$ cat src/sv/hrct_pkg.sv
`default_nettype none
package hrct_pkg;

  // table geometry
  localparam int BUCKETS        = 4096;
  localparam int CAPACITY       = 16384;
  localparam int MAX_NAME_BYTES = 8;

  // field widths
  localparam int NAME_W   = 64;
  localparam int LEN_W    = 4;
  localparam int STATUS_W = 3;
  localparam int BYTE_W   = 8;

  // derived widths (bucket count is a power of two)
  localparam int BUCKET_W = (BUCKETS > 1) ? $clog2(BUCKETS) : 1;
  localparam int IDX_W    = (CAPACITY > 1) ? $clog2(CAPACITY) : 1;
  localparam int CNT_W    = $clog2(CAPACITY + 1);

  // polynomial hash multiplier
  localparam int HashMult = 131;

  typedef enum logic {
    FUNC_INSERT = 1'b0,
    FUNC_CALL   = 1'b1
  } func_e;

  typedef enum logic [STATUS_W-1:0] {
    ST_OK       = 3'd0,
    ST_REPEAT   = 3'd1,
    ST_WRONG    = 3'd2,
    ST_INSERTED = 3'd3,
    ST_FULL     = 3'd4
  } status_e;

  typedef enum logic [2:0] {
    S_IDLE,
    S_HASH,
    S_HEAD,
    S_WALK,
    S_RESP
  } state_e;

  // chain pointer with valid bit
  typedef struct packed {
    logic             valid;
    logic [IDX_W-1:0] idx;
  } ref_t;

  typedef struct packed {
    logic [NAME_W-1:0] name;
    logic [LEN_W-1:0]  len;
    logic              called;
    ref_t              next;
  } entry_t;

  // sequencer to store
  typedef struct packed {
    logic [BUCKET_W-1:0] head_raddr;
    logic                head_we;
    logic [BUCKET_W-1:0] head_waddr;
    ref_t                head_wdata;
    logic [IDX_W-1:0]    ent_raddr;
    logic                ent_we;
    logic [IDX_W-1:0]    ent_waddr;
    entry_t              ent_wdata;
  } store_cmd_t;

  // store to sequencer
  typedef struct packed {
    ref_t   head;
    entry_t ent;
    logic   clearing;
  } store_rsp_t;

endpackage
`default_nettype wire

$ cat src/sv/hrct_hash.sv
`default_nettype none
module hrct_hash (
  input  logic                           clk_i,
  input  logic                           rst_ni,
  input  logic                           start_i,
  input  logic                           step_i,
  input  logic [hrct_pkg::NAME_W-1:0]    name_i,
  input  logic [hrct_pkg::LEN_W-1:0]     len_i,
  output logic                           done_o,
  output logic [hrct_pkg::BUCKET_W-1:0]  bucket_o
);
  import hrct_pkg::*;

  logic [BUCKET_W-1:0] h_q, h_d;
  logic [LEN_W-1:0]    idx_q, idx_d;
  logic [BYTE_W-1:0]   cur_byte;

  // only the low bucket bits of the 64-bit hash matter, so keep just those
  assign cur_byte = name_i[idx_q[2:0]*BYTE_W +: BYTE_W];
  assign done_o   = (idx_q == len_i);
  assign bucket_o = h_q;

  // one byte per cycle through the single multiply-add
  always_comb begin
    h_d   = h_q;
    idx_d = idx_q;
    if (start_i) begin
      h_d   = '0;
      idx_d = '0;
    end else if (step_i && !done_o) begin
      h_d   = BUCKET_W'(h_q * BUCKET_W'(HashMult) + BUCKET_W'(cur_byte));
      idx_d = idx_q + LEN_W'(1);
    end
  end

  always_ff @(posedge clk_i or negedge rst_ni) begin
    if (!rst_ni) begin
      h_q   <= '0;
      idx_q <= '0;
    end else begin
      h_q   <= h_d;
      idx_q <= idx_d;
    end
  end

endmodule
`default_nettype wire

$ cat config.mk
export PLATFORM = sky130hd
export DESIGN_NAME = hrct_hash
export DESIGN_NICKNAME = d
export VERILOG_FILES = /design/src/sv/hrct_pkg.sv /design/src/sv/hrct_hash.sv
export SDC_FILE = /design/constraint.sdc
export NUM_CORES = 1
export LEC_CHECK = 0
export BUFFER_PORTS_ARGS = -buffer_cell sky130_fd_sc_hd__buf_2
export CORE_MARGIN = 2
export CORE_UTILIZATION = 45
export CTS_BUF_LIST = sky130_fd_sc_hd__clkbuf_8 sky130_fd_sc_hd__clkbuf_16
export DETAILED_ROUTE_END_ITERATION = 7
export PLACE_DENSITY = 0.81
export SKIP_CTS_REPAIR_TIMING = 1
export SYNTH_ARGS = -nofsm -noshare
export SYNTH_HDL_FRONTEND = slang
export SYNTH_SLANG_ARGS = --single-unit
$ cat constraint.sdc
create_clock -name clk_i -period 8.93 [get_ports clk_i]
set_input_delay 1.3395 -clock clk_i [delete_from_list [all_inputs] [get_ports clk_i]]
set_output_delay 1.3395 -clock clk_i [all_outputs]
set_load 0.05 [all_outputs]
Word level (Yosys, flattened, before mapping)
Cells that the tools add are included.
Cells by class
  reductions and logical operators: 3
  multipliers: 1
  add/subtract/negate cells: 2
  equal/unequal tests: 1
  mux-type cells: 4
  shifts and indexed selects: 1
Operator list (number)
  $shiftx 64x7->8: 1
  $mux 12: 2
  $add 12x8->12: 1
  $mul 12x8->12 const B: 1
  $mux 4: 2
  $add 4x1->4 const B: 1
  $eq 4x4->1: 1
  $reduce_bool 2->1: 1
  $logic_and 1x1->1: 1
  $logic_not 1->1: 1
Word-level totals
  register bits: 16
  output and inout port bits: 13
  word-level logic and storage cells: 14

Longest topological paths before layout
Gate-level depths: netlist of the first run.
  word-level depth: 5
  gate-level depth with buffers: 18
  depth with buffers taken out: 16

Worst setup path before layout of the first run
Ideal clock, no wire load.
  kind: input -> register
  start point: input port name_i[62] in the netlist's numbering
  end point: register h_q[11], in the netlist bucket_o[11]
  setup slack: 4151 ps
  cell stages on the path: 12
  data arrival time: 4702 ps
  library setup time: 77 ps
  cell sequence: mux4_2 > mux2_2 > fa_1 > ha_1 > ha_1 > fa_1 > ha_1 > or4_4 > o22ai_2 > xnor2_1 > or3_1 > a21oi_1
On the way
  cells in the longest elaborated chain, start to end: 4
Ends and longest elaborated chain
  from (decl): RTL line hrct_hash.sv:7  | input logic [hrct_pkg::NAME_W-1:0] name_i,
  $shiftx 64x7->8: RTL line hrct_hash.sv:19  | assign cur_byte = name_i[idx_q[2:0]*BYTE_W +: BYTE_W];
  $add 12x8->12: RTL line hrct_hash.sv:31  | h_d = BUCKET_W'(h_q * BUCKET_W'(HashMult) + BUCKET_W'(cur_byte));
  $mux 12: RTL line hrct_hash.sv:30  | end else if (step_i && !done_o) begin
  $mux 12: RTL line hrct_hash.sv:27  | if (start_i) begin
  to (signal assigned): RTL line hrct_hash.sv:38  | h_q <= '0;
  to (signal assigned): RTL line hrct_hash.sv:41  | h_q <= h_d;
  to (decl): RTL line hrct_hash.sv:14  | logic [BUCKET_W-1:0] h_q, h_d;
No other way between the ends. The select of a mux whose other input is x is not followed.
A chain may end at the register's enable or synchronous reset.

Worst setup path after layout of the first run
  start point: register idx_q[0]
  end point: register h_q[11], in the netlist bucket_o[11]
On the way
  cells in the longest elaborated chain, start to end: 4
Ends and longest elaborated chain
  from (decl): RTL line hrct_hash.sv:15  | logic [LEN_W-1:0] idx_q, idx_d;
  from (signal assigned): RTL line hrct_hash.sv:42  | idx_q <= idx_d;
  $shiftx 64x7->8 or $eq 4x4->1 (tied branches): RTL line hrct_hash.sv:19, hrct_hash.sv:20
  $add 12x8->12 or $logic_not 1->1 (tied branches): RTL line hrct_hash.sv:31, hrct_hash.sv:30
  $mux 12 or $logic_and 1x1->1 (tied branches): RTL line hrct_hash.sv:30
  $mux 12 or $reduce_bool 2->1 (tied branches)
Several ways; a longest one is shown, not always the timed one. The select of a mux whose other input is x is not followed.

==> results of run 1 <==
==> area by class of cell <==
class	count	area (µm²)	share of cell area
multi-input cells	146	1570	0.598
repair buffers	84	420	0.160
flip-flops and latches	16	400	0.152
inverters	34	128	0.0485
well taps	54	67.6	0.0257
clock buffers	3	41.3	0.0157
==> logic make-up (layout without fill, tap and decap cells) <==
group           after synthesis  after routing  share of synthesized area
buf+inv                      43            121                     0.0837
simple gates                 33             33                     0.0703
xor+xnor                     15             15                     0.0610
compound gates               23             23                     0.0668
mux                          31             31                      0.238
flops                        16             16                      0.186
fa+ha+maj                    44             44                      0.294
==> synth_stat cells, types with 2 or more instances <==
master,number
o21ai_0,5
a21oi_1,10
nand3_1,2
mux4_2,16
ha_1,33
inv_1,34
mux2_2,2
nand2_1,4
nor2b_1,2
nor3_1,2
or3_1,2
clkbuf_1,3
xnor2_1,9
buf_2,3
xor2_1,6
fa_1,11
nor2_1,18
mux2i_1,13
dfrtp_1,16
==> metrics by stage <==
stage               area, µm²  hold WS (ps)  cells  total power, µW  utilization
floorplan                2150           539    205              673            -
global placement         2590           542    334              806        0.555
detailed placement       2590           562    334              833        0.555
CTS                      2630           570    337              898        0.564
global route             2630           586    337             1010        0.564
finish                   2630           568    337              890        0.564
==> path summary, 6_finish.rpt <==
kind / to / start
worst max-delay path: bucket_o[11] / idx_q[0]
worst min-delay path: bucket_o[11] / bucket_o[11]
worst max register to register: bucket_o[11] / idx_q[0]
worst min register to register: bucket_o[11] / bucket_o[11]
max in group asynchronous: idx_q[0] / rst_ni
min in group asynchronous: bucket_o[1] / rst_ni
==> sequential cells by signal, indices dropped and copies added (netlist names) <==
signal	cells
idx_q	4
bucket_o	12
==> report_power, final <==
part,internal [µW],switching (µW),total (µW),leakage [µW]
Combinational,299,401,700,0.00118
Sequential,95.4,40.3,136,0.000215
Clock,29.9,24.3,54.2,0.0000216
==> layer usage <==
metal  GRT usage  up-vias
li1            -      875
met1       0.265      832
met2       0.325       74
met3      0.0235        4
met4      0.0432        0
met5           0        -
==> layout by cell type, fill, tap and decap left out, types with 2 or more instances in the layout <==
master     n
nor3_1     2
clkbuf_8   3
ha_1      33
nand3_1    2
xnor2_1    9
or3_1      2
nor2b_1    2
dfrtp_1   16
a21oi_1   10
o21ai_0    5
inv_1     34
buf_2     84
nand2_1    4
mux2_2     2
mux4_2    16
nor2_1    18
xor2_1     6
fa_1      11
mux2i_1   13
==> worst max-delay path: stages, from the launching register on <==
cell and delay (ps):
dfrtp_1 1050, mux4_2 590, mux2_2 290, fa_1 380
ha_1 290, ha_1 200, fa_1 460, ha_1 250
or4_4 520, o22ai_2 130, xnor2_1 90, or3_1 310
a21oi_1 150
==> flow_summary.yaml, run 1 <==
sta:
  clock.fmax_ghz: 0.208
  tightestPinTransition_ps: 1070
  setup_tns_ps: 0
  fin_ws_ps: 4130
  max-slew-margin-rel: 0.287
  rsz0062_at_grt: "no"
  finalSetupViolations: 0
  min_period_ps: 4800
  finalMaxSlewViolations: 0
  hold_viol: 0
  finalClockSkew_ps: 1.47
  fin_crit_sh: 0.537
routing:
  drc: 0
  finalWirelength_mm: 4.69
  via_count: 1785
  routedWlPerCell_um: 13.9
  routed_via_density: 5.30
  antenna_left: 0
  first_pass_iters: 4
  wl_met2_mm: 2.29
  drt_iter0_drc: 46
  drt-met1-wl_mm: 2.05
  top_layer_used: "met4"
  met3_wirelength_um: 308
logic_synthesis:
  postSynth.topFlopCell: "dfrtp_1"
  syn-num-nets: 321
  ys.warnings.count: 0
  seq_area_frac_synth: 0.186
  syn_avg_cell_area_um2: 10.5
  synth_edf_count: 0
  synthCells: 205
  synth_top_area_share: 0.192
  ys_async_sr_fraction: 1.00
  yosys-top-cells-area: "ha_1 (19%), dfrtp_1 (19%), mux4_2 (17%)"
  syn-cell-area_mm2: 0.00215
  synth_seq_cells: 16
  synth_cell_types: 33
  synth_top_area_cell: "ha_1"
clock_tree:
  cts.sinks: 16
  clk_pin_slew_ps: 60
  cts_buffer_depth: 2
  cts_tree: "built"
  cts_buffers: 3
  insertion_delay_ps: 250
  ctsRootBufferMaster: "clkbuf_8"
  htree_levels: 1
final_layout:
  syn_to_final_growth_pct: 22.1
  drive_above_1_share: 0.378
  nets: 401
  antennaDiodeCount: 0
  fillers: 420
global_routing:
  grt_start_max_net_pins: 23
  overflow: 0
  grt_antenna_before_repair: 0
  track_usage: 0.192
  grt_pass1_vias: 1744
  grt_first_pass_wirelength_mm: 7.96
place:
  io_buffers: 84
  pre_cts_slack_ps: 3900
  gp_routability_congestion: 0.863
  dp_hpwl_mm: 4.15
hold_path:
  hp-class: "flip-flop to flip-flop"
  whs_path_depth: 2
power_and_ir_drop:
  power_leakage_uw: 0.00141
  max-vdd-ir-drop_mv: 0.152
  powerDensity_mw_per_mm2: 338
floorplan:
  dieWidth_um: 73.2
  core_area_mm2: 0.00466
  dieArea_mm2: 0.00535
  dieHeight_um: 73.2
  initial_core_util: 0.462
  rows: 25
  io_pins: 85
critical_path:
  path_class: "flip-flop to flip-flop"
  cp.required_ps: 9100
  critical_path.max_fanout: 20
  endpoint_kind: "flip-flop"
  cp-start-kind: "flip-flop"
  rr_worst_depth: 12
  r2r_slack_ps: 4130
  crit_arrival_ps: 4970
run:
  cap_violations: 0
outcome:
  status: "finished clean"
Power figures use the tool's default switching activity.
==> run 2: changes to the inputs <==
Clock period 8.93 ns to 5 ns, I/O delays scaled along.
==> flow_summary.yaml, run 2 (synthesized netlist as in run 1, its figures left out) <==
sta:
  finalMaxSlewViolations: 0
  clock.fmax_ghz: 0.226
  setup_tns_ps: 0
  finalClockSkew_ps: 6.08
  min_period_ps: 4420
  tightestPinTransition_ps: 857
  hold_viol: 0
  rsz0062_at_grt: "no"
  finalSetupViolations: 0
  fin_crit_sh: 0.885
  max-slew-margin-rel: 0.427
run:
  cap_violations: 0
final_layout:
  antennaDiodeCount: 0
  largest_register_ffs: 12
  final_core_util: 0.569
  drive_above_1_share: 0.385
  multi_input_area_mm2: 0.00157
  seq_area_um2: 400
  layout_common_cells: "buf_2 (84), inv_1 (34), ha_1 (33), nor2_1 (18)"
  final_common_cell: "buf_2"
  fillers: 405
  syn_to_final_growth_pct: 23.2
  nets: 404
global_routing:
  grt_pass1_vias: 1811
  track_usage: 0.200
  grt_antenna_before_repair: 0
  grt_first_pass_wirelength_mm: 8.30
  use_met3: 0.0138
  grt_start_max_net_pins: 23
  overflow: 0
  met1_usage: 0.285
  grt_busiest_layer: "met2"
  met2_usage: 0.334
critical_path:
  critical_path.max_fanout: 9
  endpoint_kind: "flip-flop"
  cp-start-kind: "flip-flop"
  crit_arrival_ps: 4550
  cp_common_cell: "ha_1"
  r2r_slack_ps: 580
  cp.required_ps: 5120
  reg2reg_from: "idx_q[0]"
  rr_worst_depth: 16
  slowest_stage: "dfrtp_1"
  startpoint: "idx_q[0]"
  path_class: "flip-flop to flip-flop"
  path_depth: 16
  crit_family: "adder cells"
  path_buf_inv: 3
  cp_cell_sequence: "buf_4 > mux4_2 > mux2i_1 > fa_1 > inv_1 > ha_1 > ha_1 > ha_1 > inv_1 > fa_1 > nor2b_1 > o31a_1 > o21ai_0 > and3_1 > o21bai_1 > a21oi_1"
  crit_end: "bucket_o[9]"
  r2r-end: "bucket_o[9]"
  worst_path_largest_cell_delay_ps: 560
power_and_ir_drop:
  intPower_uw: 768
  seqPwrFrac: 0.143
  powerDensity_mw_per_mm2: 609
  power_frac_comb: 0.795
  power_leakage_uw: 0.00143
  pwr-share-clk: 0.062
  swShare: 0.525
  max-vdd-ir-drop_mv: 0.264
  p_sw_uw: 848
place:
  gp_routability_congestion: 0.838
  io_buffers: 84
  dp_hpwl_mm: 4.18
clock_tree:
  clk_pin_slew_ps: 70
  cts_buffers: 3
  cts_tree: "built"
  insertion_delay_ps: 250
  ctsRootBufferMaster: "clkbuf_8"
  cts_buffer_depth: 2
  htree_levels: 1
  cts.sinks: 16
routing:
  first_pass_iters: 4
  drt_iter0_drc: 132
  via_count: 1822
  routedWlPerCell_um: 14.3
  drc: 0
  routed_via_density: 5.36
  antenna_left: 0
  finalWirelength_mm: 4.85
floorplan:
  core_area_mm2: 0.00466
  initial_core_util: 0.462
  dieWidth_um: 73.2
  io_pins: 85
  rows: 25
  dieHeight_um: 73.2
  dieArea_mm2: 0.00535
hold_path:
  hp-class: "input port to async pin"
outcome:
  status: "finished clean"
[run 2: final cells by class]
cell class / count / share of cell area
multi-input cells: 146 / 0.593
repair buffers: 87 / 0.167
flip-flops and latches: 16 / 0.151
inverters: 34 / 0.0481
well taps: 54 / 0.0255
clock buffers: 3 / 0.0156
[run 2: worst min-delay path by stage]
stage	end	cells after the start	from
2_1_floorplan	bucket_o[0]	0	rst_ni
3_3_place_gp	bucket_o[11]	2	bucket_o[11]
3_5_place_dp	bucket_o[11]	2	bucket_o[11]
4_1_cts	bucket_o[6]	1	rst_ni
5_1_grt	bucket_o[6]	1	rst_ni
6_report	bucket_o[5]	1	rst_ni
[run 2: per-layer routing]
metal,share of wire,vias to the layer above
li1,-,877
met1,0.44,859
met2,0.49,81
met3,0.061,5
met4,0.0082,0
met5,0,-
[run 2: power groups by stage]
stage / sequential [µW] / combinational (µW) / clock (µW)
2_1_floorplan: 343 / 860 / 0
3_3_place_gp: 234 / 1200 / 0
3_5_place_dp: 235 / 1270 / 0
4_1_cts: 233 / 1290 / 99.3
5_1_grt: 241 / 1470 / 109
6_report: 231 / 1290 / 100
[run 2: through the flow]
| step | instance area (µm²) | worst slack [ps] | hold WS [ps] | total power, µW | cells |
|---|---|---|---|---|---|
| after CTS | 2650 | 538 | 429 | 1620 | 340 |
| after global placement | 2610 | 640 | 541 | 1440 | 337 |
| after detailed placement | 2610 | 541 | 551 | 1500 | 337 |
| after floorplan | 2150 | 698 | 454 | 1200 | 205 |
| after global routing | 2650 | 209 | 441 | 1820 | 340 |
| final | 2650 | 575 | 409 | 1620 | 340 |
==> run 3: changes to the inputs <==
Clock period 5 ns to 5.6 ns, I/O delays scaled along.
==> flow_summary.yaml, run 3 (synthesized netlist as in run 1, its figures left out) <==
final_layout:
  layout_common_cells: "buf_2 (84), inv_1 (34), ha_1 (33), nor2_1 (18)"
  seq_area_um2: 400
  antennaDiodeCount: 0
  nets: 402
  largest_register_ffs: 12
  final_common_cell: "buf_2"
  final_cell_area_mm2: 0.00265
  fillers: 403
  drive_above_1_share: 0.382
  syn_to_final_growth_pct: 23.1
  multi_input_area_mm2: 0.00157
sta:
  hold_viol: 0
  min_period_ps: 4560
  rsz0062_at_grt: "no"
  max-slew-margin-rel: 0.424
  finalMaxSlewViolations: 0
  finalSetupViolations: 0
  finalClockSkew_ps: 1.04
  setup_tns_ps: 0
  tightestPinTransition_ps: 862
  clock.fmax_ghz: 0.219
  fin_crit_sh: 0.815
routing:
  routedWlPerCell_um: 13.6
  finalWirelength_mm: 4.60
  via_count: 1798
  antenna_left: 0
  drc: 0
  drt_iter0_drc: 73
  routed_via_density: 5.30
  first_pass_iters: 6
place:
  gp_routability_congestion: 0.907
  dp_hpwl_mm: 3.96
  io_buffers: 84
  placed_area_mm2: 0.00260
critical_path:
  cp_common_cell: "ha_1"
  critical_path.max_fanout: 11
  cp-start-kind: "flip-flop"
  cp.required_ps: 5780
  worst_path_largest_cell_delay_ps: 680
  path_buf_inv: 3
  cp_cell_sequence: "buf_4 > mux4_2 > mux2i_1 > fa_1 > inv_1 > ha_1 > ha_1 > ha_1 > inv_1 > fa_1 > nor2b_1 > o31a_1 > o22ai_2 > xnor2_1 > or3_1 > a21oi_1"
  endpoint_kind: "flip-flop"
  crit_arrival_ps: 4740
  slowest_stage: "dfrtp_1"
  path_class: "flip-flop to flip-flop"
  crit_family: "adder cells"
global_routing:
  track_usage: 0.193
  met2_usage: 0.333
  grt_antenna_before_repair: 0
  grt_pass1_vias: 1783
  grt_start_max_net_pins: 23
  use_met3: 0.0276
  overflow: 0
  met1_usage: 0.259
  grt_first_pass_wirelength_mm: 8.00
  grt_busiest_layer: "met2"
clock_tree:
  cts.sinks: 16
  ctsRootBufferMaster: "clkbuf_8"
  cts_tree: "built"
  insertion_delay_ps: 250
  cts_buffers: 3
  clk_pin_slew_ps: 60
  htree_levels: 1
  cts_buffer_depth: 2
power_and_ir_drop:
  seqPwrFrac: 0.147
  intPower_uw: 691
  p_sw_uw: 738
  power_frac_comb: 0.781
  total_power_uw: 1430
  max-vdd-ir-drop_mv: 0.259
  power_leakage_uw: 0.00143
  swShare: 0.516
  pwr-share-clk: 0.072
  powerDensity_mw_per_mm2: 539
floorplan:
  dieWidth_um: 73.2
  io_pins: 85
  rows: 25
  dieHeight_um: 73.2
  core_area_mm2: 0.00466
  dieArea_mm2: 0.00535
  initial_core_util: 0.462
outcome:
  status: "finished clean"
run:
  cap_violations: 0
hold_path:
  hp-class: "input port to async pin"
[run 3: changes by cell type in the layout (fill, tap and decap cells not counted), sizes merged]
cell / before / now
buf: 87 / 85
clkbuf: 3 / 4
[run 3: stage by stage]
stage | hold WS [ps] | std cells | util | worst slack (ps)
4_1_cts | 509 | 339 | 0.569 | 1010
2_1_floorplan | 539 | 205 | - | 1300
5_1_grt | 520 | 339 | 0.569 | 568
6_report | 502 | 339 | 0.569 | 1040
3_3_place_gp | 544 | 335 | 0.557 | 1140
3_5_place_dp | 556 | 335 | 0.557 | 1060
[run 3: final timing paths]
| kind | from | endpoint | slack (ps) | cells after the start |
|---|---|---|---|---|
| worst max-delay path | idx_q[0] | bucket_o[11] | 1040 | 16 |
| worst max register to register | idx_q[0] | bucket_o[11] | 1040 | 16 |
| worst min register to register | bucket_o[11] | bucket_o[11] | 560 | 2 |
| max in group asynchronous | rst_ni | bucket_o[6] | 4830 | 1 |
| worst min-delay path | rst_ni | bucket_o[10] | 500 | 1 |
| min in group clk_i | bucket_o[11] | bucket_o[11] | 560 | 2 |
[run 3: power groups by stage]
| stage | logic (µW) | clock network, µW | registers (µW) |
|---|---|---|---|
| after global placement | 1070 | 0 | 214 |
| after floorplan | 768 | 0 | 306 |
| after detailed placement | 1100 | 0 | 215 |
| after global routing | 1270 | 111 | 219 |
| after CTS | 1130 | 104 | 212 |
| final | 1120 | 102 | 211 |
[run 3: layout make-up]
| cell class | count | area share |
|---|---|---|
| Inverter | 34 | 0.0481 |
| Multi-Input combinational cell | 146 | 0.593 |
| Tap cell | 54 | 0.0255 |
| Sequential cell | 16 | 0.151 |
| Timing Repair Buffer | 85 | 0.161 |
| Clock buffer | 4 | 0.0208 |
[run 3: per-layer routing]
| metal | vias to the layer above | routed length, µm | share of wire |
|---|---|---|---|
| li1 | 877 | - | - |
| met5 | - | 0 | 0 |
| met2 | 79 | 2260 | 0.49 |
| met3 | 2 | 366 | 0.079 |
| met4 | 0 | 14 | 0.0030 |
| met1 | 840 | 1970 | 0.43 |
[run 3: worst register-to-register path: stages, from the launching register on]
cell and delay (ps):
dfrtp_1 680, buf_4 330, mux4_2 520, mux2i_1 220, fa_1 440, inv_1 70, ha_1 230, ha_1 290
ha_1 170, inv_1 60, fa_1 370, nor2b_1 220, o31a_1 220, o22ai_2 90, xnor2_1 140, or3_1 320
a21oi_1 140
